<file path="src/rtl/core/ptc_div.sv">
module ptc_div #(
    parameter int NUM_W = 30,
    parameter int DEN_W = 12
) (
    input  logic             clk,
    input  logic             rst_n,
    input  logic             start,
    input  logic [NUM_W-1:0] num,
    input  logic [DEN_W-1:0] den,
    output logic             done,
    output logic [NUM_W-1:0] quo
);

    localparam int CNT_W = $clog2(NUM_W + 1);

    logic             busy_reg;
    logic             busy_next;
    logic             done_reg;
    logic             done_next;
    logic [CNT_W-1:0] cnt_reg;
    logic [CNT_W-1:0] cnt_next;
    logic [DEN_W:0]   rem_reg;
    logic [DEN_W:0]   rem_next;
    logic [NUM_W-1:0] quo_reg;
    logic [NUM_W-1:0] quo_next;
    logic [DEN_W-1:0] den_reg;
    logic [DEN_W-1:0] den_next;
    logic [DEN_W:0]   rem_sh;
    logic             ge;

    always_comb
    begin
        rem_sh    = {rem_reg[DEN_W-1:0], quo_reg[NUM_W-1]};
        ge        = rem_sh >= {1'b0, den_reg};
        busy_next = busy_reg;
        done_next = 1'b0;
        cnt_next  = cnt_reg;
        rem_next  = rem_reg;
        quo_next  = quo_reg;
        den_next  = den_reg;
        if (start)
        begin
            busy_next = 1'b1;
            cnt_next  = CNT_W'(NUM_W);
            rem_next  = '0;
            quo_next  = num;
            den_next  = den;
        end
        else if (busy_reg)
        begin
            rem_next = ge ? (rem_sh - {1'b0, den_reg}) : rem_sh;
            quo_next = {quo_reg[NUM_W-2:0], ge};
            cnt_next = cnt_reg - 1'b1;
            if (cnt_reg == CNT_W'(1))
            begin
                busy_next = 1'b0;
                done_next = 1'b1;
            end
        end
    end

    always_ff @(posedge clk or negedge rst_n)
    begin
        if (!rst_n)
        begin
            busy_reg <= 1'b0;
            done_reg <= 1'b0;
            cnt_reg  <= '0;
        end
        else
        begin
            busy_reg <= busy_next;
            done_reg <= done_next;
            cnt_reg  <= cnt_next;
        end
    end

    always_ff @(posedge clk)
    begin
        rem_reg <= rem_next;
        quo_reg <= quo_next;
        den_reg <= den_next;
    end

    assign done = done_reg;
    assign quo  = quo_reg;

endmodule
</file>
<file path="config.mk">
export PLATFORM = sky130hd
export DESIGN_NAME = ptc_div
export DESIGN_NICKNAME = d
export VERILOG_FILES = /design/src/rtl/core/ptc_div.sv
export SDC_FILE = /design/constraint.sdc
export NUM_CORES = 1
export LEC_CHECK = 0
export CORE_MARGIN = 1
export CORE_UTILIZATION = 35
export DETAILED_ROUTE_END_ITERATION = 10
export DONT_BUFFER_PORTS = 1
export HOLD_SLACK_MARGIN = 0.15
export PLACE_DENSITY = 0.53
export SYNTH_ARGS = -nofsm -noshare
export SYNTH_HDL_FRONTEND = slang
export SYNTH_SLANG_ARGS = --single-unit
</file>
<file path="constraint.sdc">
create_clock -name clk -period 3.1 [get_ports clk]
set_input_delay 0.155 -clock clk [delete_from_list [all_inputs] [get_ports clk]]
set_output_delay 0.155 -clock clk [all_outputs]
set_load 0.02 [all_outputs]
</file>
== Yosys cells after proc, flatten, opt, wreduce, memory -nomap -nowiden ==
Cells that the tools add are included.

* Register bits after elaboration: 61
* Bits of input ports: 45
* Word-level logic and storage cells: 22

* $add $sub $neg: 2
* Magnitude comparators: 1
* Equality and inequality tests: 1
* Muxes and demuxes: 11
* Reductions and logical operators: 1

{| class="wikitable"
|+ Operators with widths
! operator !! count
|-
| two-way mux 30 bit || 2
|-
| >= comparator 13 x 12 -> 1 bit || 1
|-
| two-way mux 12 bit || 1
|-
| subtractor 12 bit || 1
|-
| two-way mux 5 bit || 2
|-
| two-way mux 1 bit || 6
|-
| equality test 5 x 1 -> 1 bit, second input constant || 1
|-
| subtractor 5 x 1 -> 5 bit, second input constant || 1
|-
| nonzero test 2 bit || 1
|}

== Logic depth before layout (Yosys ltp) ==
* Word-level depth: 4
* Depth in mapped cells: 10
* Depth with buffers taken out: 9

== Least setup slack after synthesis ==
Ideal clock, no wire load.

* Kind: flip-flop to flip-flop
* Start point: reg quo_reg[29], in the netlist quo[29]
* End point: reg rem_reg[6]
* Setup time: 0.091 ns
* Data arrival time: 2.078 ns
* Data required time: 3.009 ns
* Path slack: 0.931 ns
* Cell stages (with the launch flop): 10
* Buffers on the path: 0
* Clock period less this slack: 2.169 ns
* Cell sequence: edfxtp_1 -> inv_1 -> ha_1 -> fa_1 -> nor2b_1 -> o21bai_1 -> a21boi_0 -> or3_1 -> nand3_1 -> a311oi_1

* Word-level cells in the longest chain between the ends: 2
* Elaborated cells on any way between the ends: 3
* Those cells by class: 1 x add/sub; 1 x order compare; 1 x mux

{| class="wikitable"
|+ Ends and longest elaborated chain
! what !! line !! RTL
|-
| from (decl) || 24 || <nowiki>logic [NUM_W-1:0] quo_reg;</nowiki>
|-
| from (signal assigned) || 81 || <nowiki>quo_reg <= quo_next;</nowiki>
|-
| subtractor 12 bit or >= comparator 13 x 12 -> 1 bit (tied branches) || 51, 34 ||
|-
| two-way mux 12 bit * || 51 || <nowiki>rem_next = ge ? (rem_sh - {1'b0, den_reg}) : rem_sh;</nowiki>
|-
| to (signal assigned) || 80 || <nowiki>rem_reg <= rem_next;</nowiki>
|-
| to (decl) || 22 || <nowiki>logic [DEN_W:0] rem_reg;</nowiki>
|}

Mark *: on every way between the ends. The rest lies on a longest branch, timed or not.
A chain may end at the register's enable or synchronous reset.

== Final worst setup path ==
* Start point: reg quo_reg[29], in the netlist quo[29]
* End point: reg rem_reg[0]

The elaborated chain is that of the path after synthesis.

==> out/qor.yml <==
setup_path:
  max_stage_delay_ns: 0.49
  cp-end-kind: "register"
  start_kind: "register"
  crit_arrival_ns: 2.80
  crit_fanout: 11
  worstPathRequired_ns: 3.38
  path_class: "register to register"
  worstPathCellList: "inv_1 -> ha_1 -> nor2_1 -> a21oi_1 -> o31ai_2 -> a21o_1 -> mux2_4 -> a211oi_2"
  slowest_stage: "edfxtp_1"
flow_run:
  cap_violations: 0
layout:
  syn_to_final_growth_pct: 24.21
  drive_gt1_frac: 0.1924
  final_common_cell: "dlygate4sd3_1"
  finalInstanceArea_mm2: 0.003923
  num_antenna_cells: 0
  fill_cells: 801
  largest_register_ffs: 30
  fin_util: 0.4498
  stdcell_count: 425
  final_cell_mix: "dlygate4sd3_1, edfxtp_1, mux2_2"
  fin_nets: 372
placement:
  portBuffers: 0
  dp.cells: 363
  hpwl_mm: 4.114
  place_congestion: 0.7890
  dpl-instance-area_mm2: 0.003241
  pre_cts_ws_ns: 0.5566
global_route:
  overflow: 0
  grt_pass1_wl_mm: 11.11
  grt_max_degree: 56
  grtUsageTotal: 0.1521
  grt_pass1_vias: 2303
  antenna_found_initial: 0
yosys:
  ys_warn_count: 0
  ys_seq_elements: 61
  ys_types: 48
  synth_nets: 326
  syn_inst: 266
  syn_area_per_cell_um2: 11.87
  syn_area_mm2: 0.003158
  synth-edff-count: 42
  ys_seq_area_frac: 0.5309
  async_flop_share: 0.1148
  ys.flop_type: "edfxtp_1"
sta:
  fin_ws_ns: 0.5733
  final.setup_skew_ns: 0.01131
  fin_crit_sh: 0.8151
  max_slew.worst_pin.slew_ns: 0.7180
  min_period_ns: 2.527
  holdWs_ns: 0.4323
  max-slew-margin-rel: 0.5213
  hold_viol: 0
  finalSetupTns_ns: 0
  max_freq_mhz: 395.8
  setup_viol: 0
  final_max_slew_viol_count: 0
  rsz0062_at_grt: "false"
clocking:
  cts.sinks: 61
  cts_made_buffers: 9
  cts_buffer_depth: 2
  clk_latency_ns: 0.35
  cts-resized-gates: 0
  clock-root-buffer: "clkbuf_8"
  cts_tree: "done"
  post-cts-setup-buffer-count: 0
  cts_max_level: 3
  clkTransAtPathRegs_ns: 0.08
floorplanning:
  core-area_mm2: 0.008721
  die-area_mm2: 0.009407
  pin_count: 76
  initial_core_util: 0.3621
  die_y_um: 96.99
  rows: 34
  die_w_um: 96.99
route:
  ant_nets: 0
  wl_mm: 6.720
  dr.first_iter.drc_count: 54
  routed_via_density: 5.113
  wl_per_cell_um: 15.81
  drc: 0
  drt-pass1-iter-count: 4
  vias: 2173
power_and_ir_drop:
  p_total_mw: 1.996
  vdd.ir_drop.worst_mv: 0.2202
  power_frac_comb: 0.114
  leakage_nw: 1.507
  internal_power_mw: 1.448
  power.share.clock: 0.370
  p_seq_frac: 0.516
  swShare: 0.2746
  power_density_mw_per_mm2: 509.0
  power.net_switching_uw: 548.2
run_status:
  status: "completed"
hold_path:
  hp-class: "input pin to register"
## cell usage after synthesis (2+ instances only)
cell type | n | area share
a21oi_1 | 7 | 0.011
buf_6 | 2 | 0.0071
or3_1 | 3 | 0.0059
xor2_1 | 4 | 0.011
clkbuf_1 | 10 | 0.012
dfxtp_1 | 12 | 0.076
nand3_1 | 5 | 0.0079
a311oi_1 | 6 | 0.017
inv_1 | 17 | 0.020
ha_1 | 14 | 0.055
nor2_1 | 20 | 0.024
xnor2_1 | 6 | 0.017
a41oi_1 | 2 | 0.0055
a211oi_2 | 2 | 0.0079
edfxtp_1 | 42 | 0.40
nor3b_1 | 4 | 0.0095
dfrtp_1 | 7 | 0.055
nor2b_1 | 2 | 0.0040
nor3_1 | 3 | 0.0048
o21ai_0 | 8 | 0.013
mux2_2 | 30 | 0.11
o21ai_1 | 3 | 0.0048
nand2_1 | 26 | 0.031
a31oi_1 | 3 | 0.0059
a21o_1 | 3 | 0.0071
o21a_1 | 3 | 0.0071
## worst max-delay path, delay by kind of cell, from the launching register on
family | cells | cell delay (ns)
adders and majority gates | 1 | 0.32
AOI/OAI and AO/OA | 4 | 1.09
and+or+nand+nor | 1 | 0.11
buffers and inverters | 1 | 0.10
muxes | 1 | 0.35
DFF | 1 | 0.49
## power groups by stage
| stage | clock network, mW | logic (mW) | registers (mW) |
|---|---|---|---|
| after floorplan | 0 | 0.150 | 1.03 |
| after global placement | 0 | 0.161 | 1.05 |
| after detailed placement | 0 | 0.162 | 1.05 |
| after CTS | 0.770 | 0.228 | 1.03 |
| after global routing | 0.798 | 0.253 | 1.04 |
| final | 0.738 | 0.228 | 1.03 |
## layer usage
metal	GRT usage	share of wire	routed length (um)
met5	0	0	0
met4	0.07003	0.022	150
met3	0.05130	0.056	375
met2	0.2443	0.48	3250
met1	0.1837	0.44	2944
## worst paths after layout
path	from	end	slack (ns)	cells after the start
worst max-delay path	quo[29]	rem_reg[0]	0.57	8
worst min-delay path	den[2]	den_reg[2]	0.43	1
worst max register to register	quo[29]	rem_reg[0]	0.57	8
worst min register to register	rem_reg[6]	rem_reg[7]	0.50	2
max in group asynchronous	rst_n	cnt_reg[3]	2.16	2
min in group asynchronous	rst_n	cnt_reg[1]	0.68	2
## repair_timing
| item | CTS | global route |
|---|---|---|
| hold buffers | 46 | 0 |
| hold endpoints to repair | 79 | 0 |
| setup endpoints to repair | 0 | 0 |
## final cells by class
cell class	instances	area (um^2)	area share
flip-flops and latches	61	1677	0.4274
multi-input cells	176	1358	0.3461
repair buffers	47	485.5	0.1238
well taps	108	135.1	0.03445
clock buffers	9	123.9	0.03158
clock inverters	7	80.08	0.02041
inverters	17	63.81	0.01627
## cells by family (layout without fill, tap and decap cells)
| family | Yosys count | count (layout) | share of synthesized area |
|---|---|---|---|
| AOI/OAI and AO/OA | 51 | 51 | 0.1244 |
| muxes | 32 | 32 | 0.1149 |
| and+or+nand+nor | 68 | 68 | 0.1010 |
| buffers and inverters | 29 | 80 | 0.03922 |
| DFF | 61 | 61 | 0.5309 |
| adders and majority gates | 15 | 15 | 0.06181 |
| xor gates and xnor gates | 10 | 10 | 0.02773 |
(Power assumes the default switching activity.)
