[src/rtl/core/ptc_pkg.sv]
package ptc_pkg;

    localparam int TIME_W  = 48;
    localparam int P_W     = 17;
    localparam int CFG_W   = 27;
    localparam int IDX_W   = 3;
    localparam int OFS_W   = 15;
    localparam int INT_W   = 22;
    localparam int WIN_W   = 27;
    localparam int RATE_W  = 14;
    localparam int TREND_W = 2;

    localparam int QUEUE_DEPTH_DEF = 16;
    localparam int COUNT_BITS_DEF  = 12;

    localparam logic [INT_W-1:0]  HOUR_MS = 22'd3600000;
    localparam logic [P_W-1:0]    P_MAX   = '1;

    localparam logic [OFS_W-1:0]  OFFSET_RST   = '0;
    localparam logic [INT_W-1:0]  INTERVAL_RST = 22'd300000;
    localparam logic [WIN_W-1:0]  WINDOW_RST   = 27'd3600000;
    localparam logic [RATE_W-1:0] RATE_RST     = 14'd200;
    localparam logic [RATE_W-1:0] TOTAL_RST    = 14'd60;
    localparam logic [RATE_W-1:0] SPREAD_RST   = 14'd100;

    typedef enum logic [IDX_W-1:0] {
        REG_OFFSET   = 3'd0,
        REG_INTERVAL = 3'd1,
        REG_WINDOW   = 3'd2,
        REG_RATE     = 3'd3,
        REG_TOTAL    = 3'd4,
        REG_SPREAD   = 3'd5
    } reg_idx_t;

    typedef enum logic [TREND_W-1:0] {
        TREND_STEADY   = 2'd0,
        TREND_RISING   = 2'd1,
        TREND_FALLING  = 2'd2,
        TREND_UNSTEADY = 2'd3
    } trend_t;

    typedef struct packed {
        logic              valid;
        logic [TIME_W-1:0] time_ms;
        logic [P_W-1:0]    press;
    } entry_t;

    typedef struct packed {
        logic shift;
        logic rotate;
        logic clear;
        logic drop_en;
    } cell_ctrl_t;

endpackage

[src/rtl/core/ptc_cell.sv]
module ptc_cell (
    input  logic                               clk,
    input  logic                               rst_n,
    input  ptc_pkg::cell_ctrl_t                ctrl,
    input  logic [ptc_pkg::TIME_W-1:0]         thr,
    input  ptc_pkg::entry_t                    left,
    input  ptc_pkg::entry_t                    right,
    input  logic                               next_valid,
    output ptc_pkg::entry_t                    entry,
    output logic                               drop_hit
);

    logic                        valid_reg;
    logic                        valid_next;
    logic [ptc_pkg::TIME_W-1:0]  time_reg;
    logic [ptc_pkg::TIME_W-1:0]  time_next;
    logic [ptc_pkg::P_W-1:0]     press_reg;
    logic [ptc_pkg::P_W-1:0]     press_next;

    assign drop_hit = ctrl.drop_en && valid_reg && !next_valid && (time_reg <= thr);

    always_comb
    begin
        valid_next = valid_reg;
        time_next  = time_reg;
        press_next = press_reg;
        if (ctrl.clear)
        begin
            valid_next = 1'b0;
        end
        else if (ctrl.shift)
        begin
            valid_next = left.valid;
            time_next  = left.time_ms;
            press_next = left.press;
        end
        else if (ctrl.rotate)
        begin
            valid_next = right.valid;
            time_next  = right.time_ms;
            press_next = right.press;
        end
        else if (drop_hit)
        begin
            valid_next = 1'b0;
        end
    end

    always_ff @(posedge clk or negedge rst_n)
    begin
        if (!rst_n)
        begin
            valid_reg <= 1'b0;
        end
        else
        begin
            valid_reg <= valid_next;
        end
    end

    always_ff @(posedge clk)
    begin
        time_reg  <= time_next;
        press_reg <= press_next;
    end

    assign entry.valid   = valid_reg;
    assign entry.time_ms = time_reg;
    assign entry.press   = press_reg;

endmodule

[config.mk]
export PLATFORM = sky130hd
export DESIGN_NAME = ptc_cell
export DESIGN_NICKNAME = d
export VERILOG_FILES = /design/src/rtl/core/ptc_pkg.sv /design/src/rtl/core/ptc_cell.sv
export SDC_FILE = /design/constraint.sdc
export NUM_CORES = 1
export LEC_CHECK = 0
export BUFFER_PORTS_ARGS = -buffer_cell sky130_fd_sc_hd__buf_2
export CORE_UTILIZATION = 43
export DETAILED_ROUTE_END_ITERATION = 10
export HOLD_SLACK_MARGIN = 0.12
export PLACE_DENSITY = 0.83
export RECOVER_POWER = 25
export SYNTH_ARGS = -nofsm -noshare
export SYNTH_HDL_FRONTEND = slang
export SYNTH_SLANG_ARGS = --single-unit
[constraint.sdc]
create_clock -name clk -period 4.2 [get_ports clk]
set_input_delay 1.26 -clock clk [delete_from_list [all_inputs] [get_ports clk]]
set_output_delay 1.26 -clock clk [all_outputs]
set_load 0.02 [all_outputs]
**After elaboration in Yosys (flattened, before gate mapping)**

Cells that the tools add are included.

- Multiplexer cells: 8
- Magnitude comparators: 1
- Bitwise logic cells: 1
- Reduce and logical (&&, ||, !) cells: 7

Operator list:

| kind | number |
|---|---|
| $mux W48 | 2 |
| $le A48 B48 Y1 | 1 |
| $mux W17 | 2 |
| $mux W1 | 4 |
| $reduce_bool A4 Y1 | 1 |
| $logic_and A1 B1 Y1 | 3 |
| $reduce_and A2 Y1 | 1 |
| $reduce_bool A2 Y1 | 1 |
| $logic_not A1 Y1 | 1 |
| $not A1 Y1 | 1 |

- Flip-flop bits (word level): 66
- Output and inout bits: 67

**Logic depth before layout (Yosys ltp)**

- Word-level depth: 7
- Gate-level depth with buffers: 9
- Depth with buffers taken out: 9

**Least setup slack after synthesis**

Ideal clock, no wire load.

- Kind: input -> register
- Start: in ctrl[3] (netlist name)
- End: reg valid_reg
- Path slack: -0.689 ns
- Cell stages on the path: 5
- Data arrival time: 4.791 ns
- Setup time: 0.098 ns
- Cell sequence: clkbuf_1 > nor2_1 > nor2_1 > a211oi_1 > a211oi_1

- Word-level cells in the longest chain between the ends: 2

Ends and longest elaborated chain:

| element | line | text |
|---|---|---|
| start: declaration | ptc_cell.sv:4 | `input ptc_pkg::cell_ctrl_t ctrl,` |
| $mux W1 | ptc_cell.sv:31 | `else if (ctrl.shift)` |
| $mux W1 | ptc_cell.sv:27 | `if (ctrl.clear)` |
| end signal: assignment | ptc_cell.sv:57 | `valid_reg <= valid_next;` |
| end: declaration | ptc_cell.sv:13 | `logic valid_reg;` |

Parallel ways exist; a longest one is shown, timed or not.
A chain may end at the register's enable or synchronous reset.

**Worst setup path in the final report**

- Start: in thr[19] (netlist name)
- End: out drop_hit

- Word-level cells in the longest chain between the ends: 2

Ends and longest elaborated chain:

| element | line | text |
|---|---|---|
| start: declaration | ptc_cell.sv:5 | `input logic [ptc_pkg::TIME_W-1:0] thr,` |
| $le A48 B48 Y1 | ptc_cell.sv:20 | `assign drop_hit = ctrl.drop_en && valid_reg && !next_valid && (time_reg <= thr);` |
| $logic_and A1 B1 Y1 | ptc_cell.sv:20 |  |
| end: declaration | ptc_cell.sv:10 | `output logic drop_hit` |

No other way between the ends.

==> results.sh <==
export IMPL_hold_viol=0
export IMPL_viasPerCell=5.06
export IMPL_internal_power_w=0.00124
export IMPL_rows=34
export IMPL_grt_max_degree=36
export IMPL_switching_share_pct=30.1
export IMPL_routabilityCongestion=0.848
export IMPL_htreeDepth=3
export IMPL_hpwl_mm=8.66
export IMPL_syn_inst=319
export IMPL_core_area_um2=8890
export IMPL_synth_compound_area_share_pct=6.19
export IMPL_grt_util_met1_pct=20.1
export IMPL_grt_pass1_vias=3756
export IMPL_violations="negative setup slack"
export IMPL_p_per_area_nw_per_um2=307
export IMPL_clk_path_buf_depth=2
export IMPL_portBuffers=253
export IMPL_numPlacedInstances=687
export IMPL_synth_simple_area_share_pct=5.47
export IMPL_r2r_cells=10
export IMPL_clock_sinks=66
export IMPL_grt_use_met2_pct=44.0
export IMPL_cp_arrival_ns=3.33
export IMPL_die_w_um=98.7
export IMPL_dr_first_iter_drc_count=72
export IMPL_critPathKind="primary input to output pin"
export IMPL_fmax_mhz=218
export IMPL_irDropWorstVdd_v=0.000173
export IMPL_stdcell_count=705
export IMPL_wire_per_inst_um=15.2
export IMPL_min_period_over_period_pct=109
export IMPL_fillers=672
export IMPL_postRouteAntennaNets=0
export IMPL_initial_core_util_pct=45.2
export IMPL_ys_warnings_count=0
export IMPL_power_frac_seq_pct=47.1
export IMPL_p_clk_share_pct=25.5
export IMPL_tightest_slew_ns=1.27
export IMPL_synthMuxAreaShare_pct=18.7
export IMPL_dieArea_um2=9750
export IMPL_root_buffer="clkbuf_8"
export IMPL_p_sw_w=0.000536
export IMPL_grt_pass1_wl_mm=16.2
export IMPL_cp_end_kind="output pin"
export IMPL_die_h_um=98.7
export IMPL_route_detailed_drc=0
export IMPL_timing_setup_tns_ns=-0.387
export IMPL_r2r_slack_ns=1.75
export IMPL_synthAdderAreaFrac_pct=14.9
export IMPL_clock_latency_ns=0.33
export IMPL_syn_num_nets=554
export IMPL_largest_reg_flops=48
export IMPL_final_min_clock_period_ns=4.59
export IMPL_slew_headroom_pct=15.1
export IMPL_skew_ns=0.0165
export IMPL_grt_remaining_overflow=0
export IMPL_hold_class="primary input to async pin"
export IMPL_dr_pass1_iters=4
export IMPL_setup_ws_ns=-0.387
export IMPL_r2r_end="valid_reg$_DFFE_PN0P_"
export IMPL_fin_nets=827
export IMPL_rsz0062_at_grt="yes"
export IMPL_syn2layout_area_growth_pct=43.8
export IMPL_synth_seq_cells=66
export IMPL_synth_cell_type_count=34
export IMPL_r2r_start="time_reg[18]$_DFFE_PP_"
export IMPL_drive_above_1_share_pct=56.6
export IMPL_busiest_layer="met2"
export IMPL_outcome="finished, violations left"
export IMPL_cts_tree="yes"
export IMPL_p_leak_nw=2.76
export IMPL_synth_seq_area_share_pct=49.1
export IMPL_cp_required_ns=2.94
export IMPL_maxCapViolCount=0
export IMPL_antenna_cells=0
export IMPL_synth_xor_area_share_pct=0
export IMPL_grt_antenna_before_repair=0
export IMPL_synthesis_area_um2=4020
export IMPL_crit_end="drop_hit"
export IMPL_gr_usage_all_layers_pct=21.8
export IMPL_numCtsBuffers=9
export IMPL_avgSynthCellArea_um2=12.6
export IMPL_io_pins=254
export IMPL_via_count=3569
export IMPL_finalSetupViolCount=1
export IMPL_routed_wirelength_mm=10.7
export IMPL_synth_top_family_by_area="multiplexers"
export IMPL_cp_max_fo=2
export IMPL_crit_start="thr[19]"
export IMPL_report_final_slew_viol_count=0
export IMPL_crit_path_start_kind="primary input"
export IMPL_combPwrFrac_pct=27.4
export IMPL_p_total_w=0.00178
export IMPL_clkTransAtPathRegs_ns=0.08
export IMPL_use_met3_pct=4.96
cell usage after synthesis:
| cell type | number | area, um2 |
|---|---|---|
| a211o_2 | 1 | 10.0 |
| a211oi_1 | 4 | 30.0 |
| a21o_1 | 5 | 37.5 |
| a21oi_1 | 16 | 80.1 |
| a221o_1 | 1 | 10.0 |
| a221oi_1 | 2 | 17.5 |
| a31oi_1 | 1 | 6.26 |
| and4_1 | 2 | 17.5 |
| buf_1 | 2 | 7.51 |
| buf_2 | 1 | 5.00 |
| buf_4 | 1 | 7.51 |
| clkbuf_1 | 5 | 18.8 |
| dfrtp_1 | 1 | 25.0 |
| edfxtp_1 | 65 | 1950 |
| ha_1 | 48 | 601 |
| inv_1 | 49 | 184 |
| mux2_2 | 66 | 743 |
| mux2i_1 | 1 | 10.0 |
| nand2_1 | 12 | 45.0 |
| nand2b_1 | 1 | 6.26 |
| nand3_1 | 5 | 25.0 |
| nand4_1 | 9 | 56.3 |
| nor2_1 | 6 | 22.5 |
| nor2b_1 | 1 | 6.26 |
| nor3_1 | 1 | 5.00 |
| nor3_2 | 1 | 10.0 |
| nor3b_2 | 1 | 12.5 |
| nor4_1 | 1 | 6.26 |
| o211ai_1 | 3 | 22.5 |
| o21a_1 | 1 | 7.51 |
| o21ai_0 | 3 | 15.0 |
| o21ai_1 | 1 | 5.00 |
| o31ai_1 | 1 | 7.51 |
| or4_1 | 1 | 7.51 |
worst max-delay path: stages:
cell,delay (ns)
buf_6,0.07
inv_2,0.04
ha_4,0.26
nand4_1,0.15
nor4_2,0.31
buf_4,0.16
nand4_1,0.12
or4_1,0.45
o21ai_2,0.11
nor3b_4,0.23
buf_6,0.15
layer usage:
layer	wire length, um	vias up
li1	-	1728
met1	3890	1633
met2	5800	176
met3	698	32
met4	356	0
met5	0	-
cell usage in the layout, fill, tap and decap left out, types with 2 or more instances in the layout:
cell type / instances
o211ai_1: 3
nand4_1: 9
a21oi_1: 16
nor2_1: 5
clkbuf_1: 32
buf_6: 3
o21ai_0: 3
buf_4: 18
mux2_1: 4
inv_1: 41
and4_1: 2
a211oi_1: 4
buf_2: 219
a21o_1: 5
mux2_2: 62
ha_1: 40
inv_2: 8
edfxtp_1: 65
nand3_1: 5
ha_4: 8
clkbuf_8: 9
clkinv_2: 3
clkinvlp_4: 2
nand2_1: 12
a221oi_1: 2
layout make-up:
| cell class | count | area [um2] | area share [%] |
|---|---|---|---|
| Clock inverter | 6 | 33.8 | 0.584 |
| Tap cell | 108 | 135 | 2.34 |
| Multi-Input combinational cell | 195 | 1950 | 33.7 |
| Timing Repair Buffer | 271 | 1380 | 23.9 |
| Sequential cell | 66 | 1980 | 34.2 |
| Clock buffer | 10 | 128 | 2.21 |
| Inverter | 49 | 184 | 3.18 |
logic make-up after synthesis:
group | Yosys count
compound gates | 39
fa+ha+maj | 48
mux | 67
flops | 66
simple gates | 41
buf+inv | 58
worst min-delay path by stage:
stage	to	slack, ns	cells after the start
2_1_floorplan	valid_reg$_DFFE_PN0P_	0.72	4
3_3_place_gp	valid_reg$_DFFE_PN0P_	0.77	4
3_5_place_dp	valid_reg$_DFFE_PN0P_	0.78	4
4_1_cts	valid_reg$_DFFE_PN0P_	0.66	1
5_1_grt	valid_reg$_DFFE_PN0P_	0.65	1
6_report	valid_reg$_DFFE_PN0P_	0.68	1
timing repair:
action,4_1_cts,5_1_grt
endpoints found under the setup margin,1,1
hold buffers,0,0
gates resized for setup,21,1
buffers inserted,2,0
pin swaps,13,0
stage by stage:
stage / area [um2] / util, % / setup slack (ns) / hold slack (ns)
2_1_floorplan: 4030 / - / 0.00962 / 0.722
3_3_place_gp: 5520 / 62.1 / -0.414 / 0.767
3_5_place_dp: 5520 / 62.1 / -0.556 / 0.782
4_1_cts: 5820 / 65.4 / -0.308 / 0.663
5_1_grt: 5790 / 65.1 / -0.491 / 0.654
6_report: 5790 / 65.1 / -0.387 / 0.682
power groups by stage:
| stage | clock network [W] | registers (W) | logic, W |
|---|---|---|---|
| floorplan | 0 | 0.000922 | 0.000187 |
| global placement | 0 | 0.000843 | 0.000460 |
| detailed placement | 0 | 0.000846 | 0.000479 |
| CTS | 0.000465 | 0.000836 | 0.000497 |
| global route | 0.000493 | 0.000844 | 0.000532 |
| finish | 0.000453 | 0.000836 | 0.000488 |
Power figures use the tool's default switching activity.
